File: config.mk
export PLATFORM = sky130hd
export DESIGN_NAME = apm_ctrl
export DESIGN_NICKNAME = d
export VERILOG_FILES = /design/src/hw/rtl/apm_pkg.sv /design/src/hw/rtl/apm_ctrl.sv
export SDC_FILE = /design/constraint.sdc
export NUM_CORES = 1
export LEC_CHECK = 0
export ABC_AREA = 1
export BUFFER_PORTS_ARGS = -buffer_cell sky130_fd_sc_hd__buf_4
export CAP_MARGIN = 20
export CORE_ASPECT_RATIO = 1.2
export CORE_MARGIN = 3
export CORE_UTILIZATION = 35
export CTS_CLUSTER_SIZE = 28
export DETAILED_ROUTE_END_ITERATION = 6
export PLACE_DENSITY = 0.74
export SLEW_MARGIN = 10
export SYNTH_ARGS = -nofsm -noshare
export SYNTH_HDL_FRONTEND = slang
export SYNTH_SLANG_ARGS = --single-unit
File: constraint.sdc
create_clock -name clk -period 1.5 [get_ports clk]
set_input_delay 0.15 -clock clk [delete_from_list [all_inputs] [get_ports clk]]
set_output_delay 0.15 -clock clk [all_outputs]
set_load 0.03 [all_outputs]
File: src/hw/rtl/apm_pkg.sv
// apm_pkg: shared types, codes and constants of the audio level meter
// no dependencies; imported by every module of the meter
package apm_pkg;

  typedef enum logic [1:0] {
    OP_SAMPLE = 2'd0,
    OP_TICK   = 2'd1,
    OP_READ   = 2'd2,
    OP_CLEAR  = 2'd3
  } op_t;

  typedef struct packed {
    op_t                opcode;
    logic signed [15:0] sample;
    logic               block_last;
  } in_item_t;

  typedef struct packed {
    logic signed [15:0] peak_level_db;
    logic signed [15:0] rms_level_db;
    logic [19:0]        age_ms;
  } out_item_t;

  // configuration register indexes
  localparam logic CFG_ALPHA = 1'b0;
  localparam logic CFG_STALE = 1'b1;

  localparam int MAX_BLOCK_SAMPLES_DEF = 4096;

  localparam logic signed [15:0] DB_FLOOR     = -16'sd30720;
  localparam logic [15:0]        DB_FLOOR_MAG = 16'd30720;
  localparam logic [31:0]        RMS_FLOOR    = 32'd2147;
  localparam logic [31:0]        LIN_FULL     = 32'h8000_0000;
  localparam logic [19:0]        AGE_MAX      = 20'd999999;
  localparam logic [18:0]        DB_PER_LOG2  = 19'd394566;
  localparam logic [16:0]        ALPHA_ONE    = 17'd65536;
  localparam logic [16:0]        ALPHA_RESET  = 17'd19661;
  localparam logic [19:0]        STALE_RESET  = 20'd500;

  // controller to datapath
  typedef struct packed {
    logic capture;
    logic tick;
    logic clear;
    logic sq;
    logic acc;
    logic div_init;
    logic div_step;
    logic sqrt_init;
    logic sqrt_step;
    logic log_init;
    logic log_sel;     // 1 smoothed rms, 0 block peak
    logic log_norm;
    logic log_sq;
    logic log_mul;
    logic log_fin;
    logic store_peak;
    logic mix1;
    logic mix2;
    logic fin;
    logic load_out;
  } apm_cmd_t;

  // datapath to controller
  typedef struct packed {
    logic log_zero;
    logic log_normed;
    logic div_last;
    logic sqrt_last;
    logic sq_last;
  } apm_sts_t;

endpackage

File: src/hw/rtl/apm_ctrl.sv
// apm_ctrl: sequencer of the level meter, one item at a time
// depends on apm_pkg; drives apm_datapath
module apm_ctrl import apm_pkg::*; (
  input  logic     clk,
  input  logic     rst,
  input  logic     in_valid,
  output logic     in_stall,
  input  op_t      opcode,
  input  logic     block_last,
  output logic     out_valid,
  input  logic     out_stall,
  output apm_cmd_t cmd,
  input  apm_sts_t sts
);

  typedef enum logic [3:0] {
    IDLE, SQ, ACC, DIV_INIT, DIV, SQRT_INIT, SQRT, LOG_INIT, LOG_NORM,
    LOG_SQ, LOG_MUL, LOG_FIN, STORE, MIX2, FIN, OUT
  } state_t;

  state_t state;
  logic   last;
  logic   rd_mode;
  logic   accept;
  logic   out_free;

  assign in_stall = state != IDLE;
  assign accept   = in_valid && state == IDLE;
  assign out_free = !out_valid || !out_stall;

  always_comb begin
    cmd         = '0;
    cmd.log_sel = rd_mode;
    unique case (state)
      IDLE: begin
        cmd.capture = accept;
        cmd.tick    = accept && opcode == OP_TICK;
        cmd.clear   = accept && opcode == OP_CLEAR;
      end
      SQ:        cmd.sq = 1'b1;
      ACC:       cmd.acc = 1'b1;
      DIV_INIT:  cmd.div_init = 1'b1;
      DIV:       cmd.div_step = 1'b1;
      SQRT_INIT: cmd.sqrt_init = 1'b1;
      SQRT:      cmd.sqrt_step = 1'b1;
      LOG_INIT:  cmd.log_init = 1'b1;
      LOG_NORM:  cmd.log_norm = !sts.log_zero && !sts.log_normed;
      LOG_SQ:    cmd.log_sq = 1'b1;
      LOG_MUL:   cmd.log_mul = 1'b1;
      LOG_FIN:   cmd.log_fin = 1'b1;
      STORE: begin
        cmd.store_peak = 1'b1;
        cmd.mix1       = 1'b1;
      end
      MIX2:      cmd.mix2 = 1'b1;
      FIN:       cmd.fin = 1'b1;
      OUT:       cmd.load_out = out_free;
      default:   cmd = '0;
    endcase
  end

  always_ff @(posedge clk) begin
    if (rst) begin
      state     <= IDLE;
      last      <= 1'b0;
      rd_mode   <= 1'b0;
      out_valid <= 1'b0;
    end else begin
      if (state == OUT && out_free) out_valid <= 1'b1;
      else if (!out_stall)          out_valid <= 1'b0;
      unique case (state)
        IDLE: begin
          if (accept) begin
            last <= block_last;
            unique case (opcode)
              OP_SAMPLE: state <= SQ;
              OP_READ: begin
                rd_mode <= 1'b1;
                state   <= LOG_INIT;
              end
              OP_TICK:  state <= IDLE;
              OP_CLEAR: state <= IDLE;
              default:  state <= IDLE;
            endcase
          end
        end
        SQ:        state <= ACC;
        ACC:       state <= last ? DIV_INIT : IDLE;
        DIV_INIT:  state <= DIV;
        DIV:       if (sts.div_last) state <= SQRT_INIT;
        SQRT_INIT: state <= SQRT;
        SQRT: begin
          if (sts.sqrt_last) begin
            rd_mode <= 1'b0;
            state   <= LOG_INIT;
          end
        end
        LOG_INIT:  state <= LOG_NORM;
        LOG_NORM: begin
          if (sts.log_zero)        state <= LOG_FIN;
          else if (sts.log_normed) state <= LOG_SQ;
        end
        LOG_SQ:    if (sts.sq_last) state <= LOG_MUL;
        LOG_MUL:   state <= LOG_FIN;
        LOG_FIN:   state <= rd_mode ? OUT : STORE;
        STORE:     state <= MIX2;
        MIX2:      state <= FIN;
        FIN:       state <= IDLE;
        OUT: begin
          if (out_free) begin
            rd_mode   <= 1'b0;
            state     <= IDLE;
          end
        end
        default:   state <= IDLE;
      endcase
    end
  end

endmodule

==> impl_metrics.yaml, run 1 <==
grt:
  grt_pass1_wl_um: 3220
  grt_pass1_vias: 791
  overflow: 0
  grt_antenna_before_repair: 0
  grt_max_degree: 8
  grt_usage: 0.183
logic_synthesis:
  synth-seq-cells: 7
  synth.largest_area_cell: "nand2_1"
  synth-simple-area-share: 0.579
  synth.most_common_cell: "nand2_1"
  synth_ff_type: "dfxtp_1"
  synthesis.nets: 134
  synthMuxAreaShare: 0
  netlist_area_um2: 607
  synth_area_leaders: "nand2_1, dfxtp_1, nor2_1"
  synth_fa_ha_area_frac: 0
  syn_avg_cell_area_um2: 4.97
  synth_top_area_share: 0.235
  synth_warnings: 0
  synth.distinct_cells: 10
  ys_seq_area_frac: 0.231
  synth_compound_area_frac: 0.0412
  synth_edf_count: 0
  synthArstFlopShare: 0
  synth_cells: 122
  synth_top_cells_by_count: "nand2_1, nor2_1, inv_1, nand3_1, dfxtp_1"
  synth-xor-area-share: 0
  synth_top_family_by_area: "simple AND/OR/NAND/NOR gates"
pwr:
  p_int_mw: 0.726
  p_leak_nw: 0.588
  power_frac_comb: 0.675
  switchingPower_mw: 0.764
  swShare: 0.513
  p_seq_frac: 0.214
  clkPwrFrac: 0.112
  ir_drop_uv: 848
  totalPowerFinal_mw: 1.49
  p_per_area_nw_per_um2: 1470
setup_path:
  crit_fanout: 5
  crit_path_end_kind: "primary output"
  arrival_ns: 1.27
  r2r_slack_ns: 0.18
  crit_required_ns: 1.35
  crit_type: "flip-flop to primary output"
  crit_path_start_kind: "flip-flop"
  worstRegToRegCells: 9
sta:
  max-slew-margin-rel: 0.826
  hold_ws_ns: 0.0812
  fin_crit_sh: 0.943
  worst_pin_slew_ns: 0.260
  maxSlewViolCount: 0
  setup_viol: 0
  fmaxAchievable_ghz: 0.707
  hold_viol_final: 0
  skew_ns: 0.00126
  setup_tns_ns: 0
  fin_crit_ns: 1.42
  grt_setup_unrepaired: "false"
clock_network:
  cts_buffers: 3
  root_buffer: "clkbuf_4"
  cts_tree: "built"
  cts_max_level: 1
  clock_latency_ns: 0.24
  max-clock-path-buffers: 2
  clk_pin_slew_ns: 0.05
  clock-sinks: 7
floorplan:
  rows: 15
  die_w_um: 44.0
  die_area_um2: 2270
  die_h_um: 51.6
  start_util: 0.394
  io-pin-count: 34
  core_um2: 1540
job:
  cap_violations: 0
hold_path:
  whs_path_depth: 2
  min_path_type: "input pin to flip-flop"
finish:
  multiInputGateArea_um2: 444
  layout-drive-gt1-share: 0.374
  nFillCells: 166
  area_delta_synth_final_pct: 66.6
  stdcell_area_um2: 1010
  layout.nets: 176
  fin_util: 0.657
  num_antenna_cells: 0
  seqCellArea_um2: 148
detailed_routing:
  drt.antenna.violating_nets: 0
  avgRoutedWirePerCell_um: 11.3
  vias: 877
  vias_per_cell: 4.87
  drt_iter0_markers: 16
  routed_wl_um: 2030
  drc_errors: 0
  dr.pass1.iters: 4
placed_design:
  gp_routability_congestion: 0.839
  port_buffers: 33
  hpwl_um: 1630
  post_dp_cell_area_um2: 928
outcome:
  status: "complete, no violations"
-- cell families (layout without fill, tap and decap cells) --
logic type	Yosys count	count (layout)
buffers and inverters	22	63
flip-flops	7	7
AO/OA/AOI/OAI	5	5
AND/OR/NAND/NOR	88	88
-- through the flow --
stage / setup WS, ns / instances
2_1_floorplan: -0.0224 / 122
3_3_place_gp: 0.114 / 175
3_5_place_dp: 0.104 / 175
4_1_cts: 0.000453 / 179
5_1_grt: 0.00420 / 180
6_report: 0.0850 / 180
-- state kept, by name, indices dropped and copies added, names as in the netlist --
signal     count
out_valid      1
last           1
rd_mode        1
state          4
-- area by class of cell --
type / count / share of cell area
Clock buffer: 4 / 0.0260
Inverter: 20 / 0.0743
Multi-Input combinational cell: 93 / 0.439
Sequential cell: 7 / 0.146
Tap cell: 17 / 0.0210
Timing Repair Buffer: 39 / 0.293
-- power by group through the flow --
| stage | clock network, mW | logic [mW] | registers (mW) |
|---|---|---|---|
| after floorplan | 0 | 0.628 | 0.281 |
| after CTS | 0.172 | 0.950 | 0.297 |
| after global routing | 0.188 | 1.11 | 0.329 |
| final | 0.167 | 1.01 | 0.318 |
| after detailed placement | 0 | 0.921 | 0.295 |
| after global placement | 0 | 0.912 | 0.293 |
-- placed cells by master, fill, tap and decap left out --
master    count
nand2_4       1
dfxtp_1       3
a21oi_1       4
buf_4        38
nand3_1      11
inv_2         2
nor2_4        2
nand2_1      35
nand2_2       2
nand3b_1      1
clkbuf_1      1
o21ai_0       1
dfxtp_2       3
buf_6         1
nor2_2        5
nand3_2       1
clkbuf_4      3
inv_1        18
nor2_1       28
nor3_4        2
dfxtp_4       1
-- final timing paths --
kind,to,start
setup / recovery,cmd[8],state[3]$_SDFFE_PP0P_
hold / removal,last$_SDFFE_PP0P_,rst
setup reg to reg,state[2]$_SDFFE_PP0P_,state[2]$_SDFFE_PP0P_
hold reg to reg,out_valid$_SDFFE_PP0P_,out_valid$_SDFFE_PP0P_
-- timing repair --
item                       in CTS  in global routing
pin swaps                       0                  3
setup buffers                   0                  1
hold buffers                    0                  0
setup endpoints to repair       4                 12
resized for setup               8                 10
-- layer usage --
| layer | up-vias | share of wire | GRT usage |
|---|---|---|---|
| li1 | 451 | - | - |
| met1 | 391 | 0.39 | 0.208 |
| met2 | 31 | 0.52 | 0.330 |
| met3 | 4 | 0.071 | 0.0311 |
| met4 | 0 | 0.017 | 0.0704 |
| met5 | - | 0 | 0 |
-- critical path: stages, from the launching register on --
cell and delay [ns]:
dfxtp_2 0.39, inv_1 0.09, nor2_2 0.18, nand3_2 0.13, inv_1 0.07, buf_4 0.15
(Power assumes the default switching activity.)
==> inputs of run 2 (changes only) <==
CTS_CLUSTER_SIZE = not set   (was 28)
GPL_TIMING_DRIVEN = 0   (was not set)
clock period = 1.45 ns   (was 1.5 ns; I/O delays follow)
==> run 2 against run 1 <==
Non-clock buffer count did not move; via count fell by 0.57%; die area did not move; critical path depth rose by 1; clock power rose by 14%; global-route usage rose by 1.3 points; final cell count did not move; register-to-register slack got worse by 0.06 ns; clock skew rose by 0.0026 ns; flip-flop and latch count did not move; largest power group unchanged; largest cell class unchanged; critical endpoint is now cmd[4]; sequential power rose by 4%.
==> impl_metrics.yaml, run 2 (same netlist as run 1, synthesis figures left out) <==
finish:
  final_common_cell: "buf_4"
  num_antenna_cells: 0
  area_delta_synth_final_pct: 77.7
  largest_reg_flops: 4
  nFillCells: 139
  fin_util: 0.701
  largest_register: "state"
  multiInputGateArea_um2: 484
  layout-drive-gt1-share: 0.429
  layout_common_cells: "buf_4, nand2_1, nor2_1"
  layout.nets: 176
  seqCellArea_um2: 155
setup_path:
  crit_fanout: 5
  crit_required_ns: 1.31
  cpLargestDelayFamily: "buffers and inverters"
  critPathCapture: "cmd[4]"
  cp.depth: 6
  arrival_ns: 1.29
  crit_path_frequent_cell: "buf_6"
  worstRegToRegCells: 10
  startpoint: "state[1]$_SDFFE_PP0P_"
  cp.buffers_inverters: 4
  critPathMaxStageDelay_ns: 0.36
  critPathSlowestCell: "dfxtp_4"
  r2r_slack_ns: 0.12
  r2r_end: "state[1]$_SDFFE_PP0P_"
  cp_cell_sequence: "nor2_4, buf_6, inv_4, nor2_4, buf_6, buf_6"
  crit_type: "flip-flop to primary output"
  r2r-start: "state[2]$_SDFFE_PP0P_"
  crit_path_start_kind: "flip-flop"
  crit_path_end_kind: "primary output"
sta:
  maxSlewViolCount: 0
  max-slew-margin-rel: 0.883
  grt_setup_unrepaired: "true"
  skew_ns: 0.00390
  hold_viol_final: 0
  setup_viol: 0
  worst_pin_slew_ns: 0.175
  fin_crit_ns: 1.43
  fin_crit_sh: 0.989
  fmaxAchievable_ghz: 0.697
  hold_ws_ns: 0.0690
floorplan:
  start_util: 0.394
  die_area_um2: 2270
  die_h_um: 51.6
  io-pin-count: 34
  rows: 15
  core_um2: 1540
  die_w_um: 44.0
grt:
  grt_max_degree: 8
  grt_usage: 0.196
  grt_pass1_vias: 815
  grt_pass1_wl_um: 3330
  overflow: 0
  grt_antenna_before_repair: 0
placed_design:
  gp_routability_congestion: 0.849
  hpwl_um: 1520
  port_buffers: 33
pwr:
  ir_drop_uv: 1080
  clkPwrFrac: 0.114
  switchingPower_mw: 0.875
  p_leak_nw: 0.599
  p_per_area_nw_per_um2: 1540
  power_frac_comb: 0.687
  p_seq_frac: 0.198
  p_int_mw: 0.790
  swShare: 0.526
detailed_routing:
  drt.antenna.violating_nets: 0
  vias_per_cell: 4.84
  vias: 872
  drt_iter0_markers: 11
  dr.pass1.iters: 4
  avgRoutedWirePerCell_um: 11.4
  drc_errors: 0
  routed_wl_um: 2060
clock_network:
  clock-sinks: 7
  root_buffer: "clkbuf_4"
  cts_buffers: 3
  cts_max_level: 1
  clock_latency_ns: 0.26
  max-clock-path-buffers: 2
  clk_pin_slew_ns: 0.06
  hold_buffers: 0
  cts_tree: "built"
job:
  cap_violations: 0
outcome:
  status: "complete, no violations"
hold_path:
  min_from: "rst"
  min_path_type: "input pin to flip-flop"
run 2: worst min-delay path by stage:
stage | slack (ns) | endpoint | depth (start not counted)
detailed placement | 0.34 | last$_SDFFE_PP0P_ | 2
global placement | 0.34 | last$_SDFFE_PP0P_ | 2
finish | 0.07 | last$_SDFFE_PP0P_ | 2
global route | 0.07 | last$_SDFFE_PP0P_ | 2
floorplan | 0.21 | last$_SDFFE_PP0P_ | 1
CTS | 0.07 | last$_SDFFE_PP0P_ | 2
run 2: through the flow:
step / power, mW / setup slack [ns] / instances / area, um^2 / setup TNS, ns
5_1_grt: 1.80 / -0.0418 / 180 / 1080 / -0.120
4_1_cts: 1.55 / -0.0307 / 179 / 1020 / -0.0307
6_report: 1.66 / 0.0154 / 180 / 1080 / 0
2_1_floorplan: 0.969 / -0.0416 / 122 / 652 / -0.0833
3_3_place_gp: 1.22 / -0.0743 / 172 / 921 / -0.147
3_5_place_dp: 1.22 / -0.0732 / 172 / 921 / -0.146
run 2: power groups by stage:
stage          sequential, mW  combinational [mW]  clock (mW)
2_1_floorplan           0.290               0.678           0
3_3_place_gp            0.304               0.912           0
3_5_place_dp            0.304               0.916           0
4_1_cts                 0.320                1.04       0.190
5_1_grt                 0.337                1.26       0.202
6_report                0.330                1.14       0.191
run 2: repair_timing:
item                                    in CTS  in global routing
resized for setup                           18                 17
setup buffers                                3                  1
pin swaps                                    4                  2
endpoints found under the setup margin       8                 12
run 2: layout make-up:
cell class / count / area share
multi-input cells: 93 / 0.449
plain buffers: 2 / 0.0174
repair buffers: 37 / 0.271
flip-flops and latches: 7 / 0.144
inverters: 20 / 0.0742
well taps: 17 / 0.0197
clock buffers: 4 / 0.0244
run 2: worst register-to-register path, delay by kind of cell, from the launching register on:
kind,cells,cell delay (ns)
buf+inv,2,0.18
flops,1,0.37
simple gates,8,0.66
run 2: metal layers:
metal  part of all wire  wire length (um)  GRT usage  vias to the layer above
li1                   -                 -          -                      452
met1               0.37               761      0.205                      373
met2               0.51              1060      0.354                       41
met3              0.090               186     0.0346                        6
met4              0.024                49      0.116                        0
met5                  0                 0          0                        -
